File: config.mk
export PLATFORM = sky130hd
export DESIGN_NAME = fccm_ctrl
export DESIGN_NICKNAME = d
export VERILOG_FILES = /design/src/rtl/fccm_pkg.sv /design/src/rtl/fccm_ctrl.sv
export SDC_FILE = /design/constraint.sdc
export NUM_CORES = 1
export LEC_CHECK = 0
export ABC_AREA = 1
export BUFFER_PORTS_ARGS = -buffer_cell sky130_fd_sc_hd__buf_2
export CORE_UTILIZATION = 47
export CTS_CLUSTER_SIZE = 8
export DETAILED_ROUTE_END_ITERATION = 10
export GPL_ROUTABILITY_DRIVEN = 1
export PLACE_DENSITY_LB_ADDON = 0.2
export SLEW_MARGIN = 20
export SYNTH_ARGS = -nofsm -noshare
export SYNTH_HDL_FRONTEND = slang
export SYNTH_SLANG_ARGS = --single-unit
File: constraint.sdc
create_clock -name clk -period 2.5 [get_ports clk]
set_clock_uncertainty 0.15 [all_clocks]
set_input_delay 0.5 -clock clk [delete_from_list [all_inputs] [get_ports clk]]
set_output_delay 0.5 -clock clk [all_outputs]
set_load 0.005 [all_outputs]
File: src/rtl/fccm_pkg.sv
package fccm_pkg;

  // Field widths
  localparam int EW     = 16;  // table entry
  localparam int ACT_W  = 3;
  localparam int CLU_W  = 12;
  localparam int ST_W   = 2;
  localparam int CFG_W  = 13;
  localparam int DATA_W = 16;  // tdata on both sides

  // Actions
  localparam logic [ACT_W-1:0] ACT_FORMAT = 3'd0;
  localparam logic [ACT_W-1:0] ACT_CHECK  = 3'd1;
  localparam logic [ACT_W-1:0] ACT_ALLOC  = 3'd2;
  localparam logic [ACT_W-1:0] ACT_EXTEND = 3'd3;
  localparam logic [ACT_W-1:0] ACT_FREE   = 3'd4;
  localparam logic [ACT_W-1:0] ACT_SUCC   = 3'd5;

  // Table entry codes
  localparam logic [EW-1:0] CODE_FREE = 16'd1;
  localparam logic [EW-1:0] CODE_END  = 16'd2;
  localparam logic [EW-1:0] CODE_RSVD = 16'd3;
  localparam logic [EW-1:0] CODE_DIR  = 16'd4;

  localparam int RESERVED_COUNT = 32;
  localparam int FIRST_DATA     = 33;
  localparam int CIU_RESET      = 4096;

  // Result status
  localparam logic [ST_W-1:0] ST_OK          = 2'd0;
  localparam logic [ST_W-1:0] ST_FULL        = 2'd1;
  localparam logic [ST_W-1:0] ST_UNFORMATTED = 2'd2;
  localparam logic [ST_W-1:0] ST_OVERRUN     = 2'd3;

  // Scan pointer operations
  localparam logic [1:0] ADDR_HOLD  = 2'd0;
  localparam logic [1:0] ADDR_ZERO  = 2'd1;
  localparam logic [1:0] ADDR_FIRST = 2'd2;
  localparam logic [1:0] ADDR_INC   = 2'd3;

  // Table write operations
  localparam logic [2:0] WR_NONE = 3'd0;
  localparam logic [2:0] WR_ZERO = 3'd1;
  localparam logic [2:0] WR_FMT  = 3'd2;
  localparam logic [2:0] WR_LINK = 3'd3;
  localparam logic [2:0] WR_END  = 3'd4;
  localparam logic [2:0] WR_FREE = 3'd5;

  // Table read operations
  localparam logic [1:0] RD_NONE    = 2'd0;
  localparam logic [1:0] RD_ADDR    = 2'd1;
  localparam logic [1:0] RD_CLUSTER = 2'd2;
  localparam logic [1:0] RD_DATA    = 2'd3;

  // Result cluster source
  localparam logic [1:0] RES_ZERO  = 2'd0;
  localparam logic [1:0] RES_FOUND = 2'd1;
  localparam logic [1:0] RES_DATA  = 2'd2;

  typedef struct packed {
    logic            capture;
    logic [1:0]      addr_op;
    logic [2:0]      wr_op;
    logic [1:0]      rd_op;
    logic            walk_init;
    logic            walk_step;
    logic            chk_clr;
    logic            fmt_set;
    logic            fmt_clr;
    logic            found_ld;
    logic            res_ld;
    logic [ST_W-1:0] res_status;
    logic [1:0]      res_sel;
    logic            out_ld;
  } cmd_t;

  typedef struct packed {
    logic [ACT_W-1:0] act;
    logic             formatted;
    logic             clu_in_range;
    logic             fmt_last;
    logic             chk_issue;
    logic             chk_last;
    logic             chk_fail;
    logic             scan_issue;
    logic             scan_hit;
    logic             rd_vld;
    logic             walk_start_over;
    logic             walk_end;
    logic             walk_over;
    logic             clear_last;
    logic             out_free;
  } stat_t;

endpackage

File: src/rtl/fccm_ctrl.sv
module fccm_ctrl (
  input  logic            clk,
  input  logic            rst,
  input  logic            s_tvalid,
  output logic            s_tready,
  input  fccm_pkg::stat_t stat,
  output fccm_pkg::cmd_t  cmd
);
  import fccm_pkg::*;

  localparam logic [3:0] S_CLEAR = 4'd0;
  localparam logic [3:0] S_IDLE  = 4'd1;
  localparam logic [3:0] S_DISP  = 4'd2;
  localparam logic [3:0] S_FMT   = 4'd3;
  localparam logic [3:0] S_CHK   = 4'd4;
  localparam logic [3:0] S_SCAN  = 4'd5;
  localparam logic [3:0] S_LINK  = 4'd6;
  localparam logic [3:0] S_ENDW  = 4'd7;
  localparam logic [3:0] S_FRD   = 4'd8;
  localparam logic [3:0] S_FWR   = 4'd9;
  localparam logic [3:0] S_SUCC  = 4'd10;
  localparam logic [3:0] S_DONE  = 4'd11;

  logic [3:0] state;
  logic [3:0] state_next;

  always_ff @(posedge clk) begin
    if (rst) begin
      state <= S_CLEAR;
    end else begin
      state <= state_next;
    end
  end

  assign s_tready = (state == S_IDLE);

  always_comb begin
    state_next = state;
    cmd        = '0;
    unique case (state)
      S_CLEAR: begin
        cmd.wr_op   = WR_ZERO;
        cmd.addr_op = ADDR_INC;
        if (stat.clear_last) begin
          state_next = S_IDLE;
        end
      end
      S_IDLE: begin
        if (s_tvalid) begin
          cmd.capture = 1'b1;
          state_next  = S_DISP;
        end
      end
      S_DISP: begin
        cmd.res_ld     = 1'b1;
        cmd.res_status = ST_OK;
        cmd.res_sel    = RES_ZERO;
        state_next     = S_DONE;
        unique case (stat.act)
          ACT_FORMAT: begin
            cmd.addr_op = ADDR_ZERO;
            state_next  = S_FMT;
          end
          ACT_CHECK: begin
            cmd.addr_op = ADDR_ZERO;
            cmd.chk_clr = 1'b1;
            state_next  = S_CHK;
          end
          ACT_ALLOC, ACT_EXTEND: begin
            if (!stat.formatted) begin
              cmd.res_status = ST_UNFORMATTED;
            end else begin
              cmd.addr_op = ADDR_FIRST;
              state_next  = S_SCAN;
            end
          end
          ACT_FREE: begin
            cmd.walk_init = 1'b1;
            state_next    = S_FRD;
          end
          ACT_SUCC: begin
            if (stat.clu_in_range) begin
              cmd.rd_op  = RD_CLUSTER;
              state_next = S_SUCC;
            end
          end
          default: begin
          end
        endcase
      end
      S_FMT: begin
        cmd.wr_op   = WR_FMT;
        cmd.addr_op = ADDR_INC;
        if (stat.fmt_last) begin
          cmd.fmt_set    = 1'b1;
          cmd.res_ld     = 1'b1;
          cmd.res_status = ST_OK;
          cmd.res_sel    = RES_ZERO;
          state_next     = S_DONE;
        end
      end
      S_CHK: begin
        if (stat.chk_issue) begin
          cmd.rd_op   = RD_ADDR;
          cmd.addr_op = ADDR_INC;
        end
        if (stat.chk_last) begin
          cmd.res_ld  = 1'b1;
          cmd.res_sel = RES_ZERO;
          if (stat.chk_fail) begin
            cmd.fmt_clr    = 1'b1;
            cmd.res_status = ST_UNFORMATTED;
          end else begin
            cmd.fmt_set    = 1'b1;
            cmd.res_status = ST_OK;
          end
          state_next = S_DONE;
        end
      end
      S_SCAN: begin
        // reads go out one per cycle; data is checked in the cycle after its read
        if (stat.scan_hit) begin
          cmd.found_ld = 1'b1;
          state_next   = S_LINK;
        end else if (!stat.rd_vld && !stat.scan_issue) begin
          cmd.res_ld     = 1'b1;
          cmd.res_status = ST_FULL;
          cmd.res_sel    = RES_ZERO;
          state_next     = S_DONE;
        end else if (stat.scan_issue) begin
          cmd.rd_op   = RD_ADDR;
          cmd.addr_op = ADDR_INC;
        end
      end
      S_LINK: begin
        if (stat.act == ACT_EXTEND && stat.clu_in_range) begin
          cmd.wr_op = WR_LINK;
        end
        state_next = S_ENDW;
      end
      S_ENDW: begin
        cmd.wr_op      = WR_END;
        cmd.res_ld     = 1'b1;
        cmd.res_status = ST_OK;
        cmd.res_sel    = RES_FOUND;
        state_next     = S_DONE;
      end
      S_FRD: begin
        if (stat.walk_start_over) begin
          cmd.res_ld     = 1'b1;
          cmd.res_status = ST_OVERRUN;
          cmd.res_sel    = RES_ZERO;
          state_next     = S_DONE;
        end else begin
          cmd.rd_op  = RD_CLUSTER;
          state_next = S_FWR;
        end
      end
      S_FWR: begin
        // release current entry, follow its old link in the same cycle
        cmd.wr_op     = WR_FREE;
        cmd.walk_step = 1'b1;
        if (stat.walk_end) begin
          cmd.res_ld     = 1'b1;
          cmd.res_status = ST_OK;
          cmd.res_sel    = RES_ZERO;
          state_next     = S_DONE;
        end else if (stat.walk_over) begin
          cmd.res_ld     = 1'b1;
          cmd.res_status = ST_OVERRUN;
          cmd.res_sel    = RES_ZERO;
          state_next     = S_DONE;
        end else begin
          cmd.rd_op = RD_DATA;
        end
      end
      S_SUCC: begin
        cmd.res_ld     = 1'b1;
        cmd.res_status = ST_OK;
        cmd.res_sel    = RES_DATA;
        state_next     = S_DONE;
      end
      S_DONE: begin
        if (stat.out_free) begin
          cmd.out_ld = 1'b1;
          state_next = S_IDLE;
        end
      end
      default: begin
        state_next = S_IDLE;
      end
    endcase
  end

endmodule

==> run summary <==
The flow ran to the end, and the final reports show no timing, DRC or antenna violations. The number of global-route vias before repair is 805, and the routed length per placed instance is 10.9 um. The largest registers in the layout are state (4). The die covers 1710 sq um.

The tools report the reg-to-reg critical path endpoint as state[0]$_SDFFE_PP0P_. Of the total power, the share spent switching nets is 54.0%. The critical path launch point type is a register. Synthesis handed over a netlist of 146 instances. In this run the critical register-to-register path is launched from state[0]$_SDFFE_PP0P_. Max-cap violations in this run came to 0.

Timing would allow up to 441 MHz. The power density over cell area was 859 nW/um^2; the period utilization was 90.7%. In this run the vertical extent of the chip is 41.4 um.

In this run the static leakage power is 0.639 nW. The number of distinct library cell variants in the gate-level netlist after synthesis was 21; the number of rows in the core area was 13. The path depth of the worst reg2reg path was 8; the I/O pin count was 41. Entering global routing, the biggest net connects 8 pins. The number of flip-flops under the largest register name is 4, and the post-detailed-route DRC marker count is 0. The critical path class was register to primary output. For the final weighted congestion in routability-driven placement, the log shows 0.832. Global routing used 27.5% of the available tracks.

The worst-path maximum fanout is 6, and the cell area after technology mapping is 729 sq um. The synthesized design contains 4 register bits. The origin of the worst min-delay path was rst. The number of antenna diodes in the final layout is 0. Cell internal power was estimated by the tool at 0.000383 W.

For this run, the register share of the synthesized area comes to 11.0%. More flip-flops sit in one register than any other, and that register is state. Detailed placement finished with a half-perimeter wire length of 1880 um. The top cell types in the final layout, fill and taps aside, are sky130_fd_sc_hd__buf_2 (40), sky130_fd_sc_hd__nand2_1 (39), sky130_fd_sc_hd__inv_1 (29). For this design, the CTS-stage hold fixing added 0 buffers. The total overflow left after global routing is 0.

For the yosys synthesis warning count, the log shows 0. Wires add up to 2220 um. Total power after layout: 0.000834 W.

TritonCTS built the clock tree. The post-route netlist has 31.2% of its cells at a drive strength greater than 1. After synthesis, the mean cell area works out to 5.00 sq um. The region available for standard cell placement spans 1370 sq um. The worst path needs 2.27 ns of the cycle, external delays included. The transition at the pin with the smallest max-transition slack is 0.274 ns. In this run the register-to-register setup slack is 0.88 ns.

The global-route wire length before repair is 3100 um, and the CTS clock-pin slew for the worst setup and hold paths is 0.04 ns. Gates resized during post-CTS repair numbered 0. The worst-case hold path end point was state[3]$_SDFFE_PP0P_.

sky130_fd_sc_hd__nand2_1 takes more of the synthesized area than any other cell. The count of buffers added on input and output ports is 40. The clock network is responsible for 9.5% of the overall power.

The number of post-CTS setup repair buffers was 0. The area fraction of the dominant cell type after synthesis was 20.1%; the width of the die was 41.4 um. After the last flow step, the layout net total stands at 211. The total number of vias is 1061.

STA puts the critical path data arrival time at 1.62 ns. By area the synthesized netlist is led by sky130_fd_sc_hd__nand2_1 (20%), sky130_fd_sc_hd__inv_1 (15%), sky130_fd_sc_hd__nor2_1 (12%). For this run, the share of the core covered by cells in the final layout is 71.1%. Commonest non-fill, non-tap cell in the layout: sky130_fd_sc_hd__buf_2. Setup violations remaining at the end of the flow were counted as 0. The worst pin sits at a relative slew slack of 81.7%.

Combinational logic burns 76.7% of the power. Synthesis produced a netlist with a net count of 166. The clock drives 4 sinks. The maximum ir drop on the vdd rail was 0.514 mV; the setup TNS was 0 ns.

The initial antenna violation count is 0. Type of element capturing the critical path: a primary output. The maximum clock path buffer count was 2.

The total net switching power was 0.000450 W; the final antenna-violating net count was 0. Clock latency on the worst-skew pair, taken at its later pin, is 0.23 ns. The area growth from synthesis to layout is 33.1%. STA puts the critical path data required time at 1.85 ns. After detailed routing, the number of vias per cell comes to 5.20. Setup repair after global routing left no endpoint under its margin. The number of failing hold endpoints at the final stage was 0. The worst hold path stage count works out to 2. Of the total power, registers draw 13.8%. The detailed router finished its first iteration with 24 violations. The tools report the TritonCTS buffer count as 3. The classification of the worst-slack hold path was input port to register. The first detailed-routing pass ran for 4 iterations.

The max-slew violation count came out at 0. In this run the clock root is driven by a sky130_fd_sc_hd__clkbuf_4. The H-tree depth reported by CTS is 1, and the starting density of the core is 53.4%.
how the worst max path moves through the flow:
stage	endpoint	slack [ns]	cells past startpoint	from
after global routing	cmd[18]	0.03	8	state[3]$_SDFFE_PP0P_
after CTS	cmd[18]	0.23	8	state[3]$_SDFFE_PP0P_
after detailed placement	cmd[18]	0.48	8	state[3]$_SDFFE_PP0P_
after global placement	cmd[18]	0.55	8	state[3]$_SDFFE_PP0P_
final	cmd[18]	0.23	8	state[3]$_SDFFE_PP0P_
after floorplan	cmd[18]	0.76	6	state[2]$_SDFFE_PP0P_
power groups by stage:
stage / Sequential (W) / Combinational, W / Clock, W
finish: 0.000115 / 0.000639 / 0.0000791
global route: 0.000118 / 0.000710 / 0.0000853
CTS: 0.000115 / 0.000636 / 0.0000806
detailed placement: 0.000116 / 0.000633 / 0
global placement: 0.000113 / 0.000621 / 0
floorplan: 0.000111 / 0.000433 / 0
kinds of logic (layout without fill, tap and decap cells):
kind of cell,after synthesis,count (layout),share of synthesized area [%]
AND/OR/NAND/NOR,97,97,61.1
buffers and inverters,31,74,16.0
AO/OA/AOI/OAI,14,14,12.0
flip-flops,4,4,11.0
layer usage:
layer / share of wire, % / GRT usage (%)
met5: 0 / 0
met4: 0.59 / 6.45
met3: 5.6 / 3.19
met2: 51 / 53.1
met1: 43 / 31.4
per-stage QoR:
stage / hold WS (ns) / std cells / setup WS, ns / cell area [sq um]
2_1_floorplan: 0.361 / 146 / 0.758 / 729
3_5_place_dp: 0.403 / 201 / 0.484 / 948
6_report: 0.324 / 204 / 0.232 / 971
3_3_place_gp: 0.385 / 201 / 0.553 / 948
5_1_grt: 0.330 / 204 / 0.0275 / 971
4_1_cts: 0.321 / 204 / 0.228 / 971
synthesized netlist by cell type:
cell,number
sky130_fd_sc_hd__o21ai_0,4
sky130_fd_sc_hd__a21oi_1,4
sky130_fd_sc_hd__nand3b_1,1
sky130_fd_sc_hd__o22ai_1,2
sky130_fd_sc_hd__nand2_2,4
sky130_fd_sc_hd__nand3_1,11
sky130_fd_sc_hd__nand2_4,1
sky130_fd_sc_hd__inv_1,29
sky130_fd_sc_hd__nor2_4,2
sky130_fd_sc_hd__a31o_2,1
sky130_fd_sc_hd__inv_2,2
sky130_fd_sc_hd__nand3_2,1
sky130_fd_sc_hd__o221ai_1,1
sky130_fd_sc_hd__nor2_1,24
sky130_fd_sc_hd__nor3_1,8
sky130_fd_sc_hd__o32ai_1,1
sky130_fd_sc_hd__nand2_1,39
sky130_fd_sc_hd__a21oi_2,1
sky130_fd_sc_hd__nor2_2,4
sky130_fd_sc_hd__dfxtp_1,4
sky130_fd_sc_hd__nand4_1,2
worst max-delay path: stages, from the launching register on:
cell                      delay (ns)
sky130_fd_sc_hd__dfxtp_1        0.42
sky130_fd_sc_hd__inv_2          0.11
sky130_fd_sc_hd__nand2_1        0.12
sky130_fd_sc_hd__nor2_1         0.09
sky130_fd_sc_hd__nand2_1        0.10
sky130_fd_sc_hd__o22ai_1        0.08
sky130_fd_sc_hd__nor3_1         0.21
sky130_fd_sc_hd__o21ai_0        0.12
sky130_fd_sc_hd__buf_2          0.14
layout make-up:
cell class,count,area (sq um)
multi-input combinational,111,533
fill,146,395
timing repair buffer,40,200
inverter,31,116
sequential,4,80.1
clock buffer,3,22.5
tap,15,18.8
No activity file was read; power rests on OpenSTA's default activity.
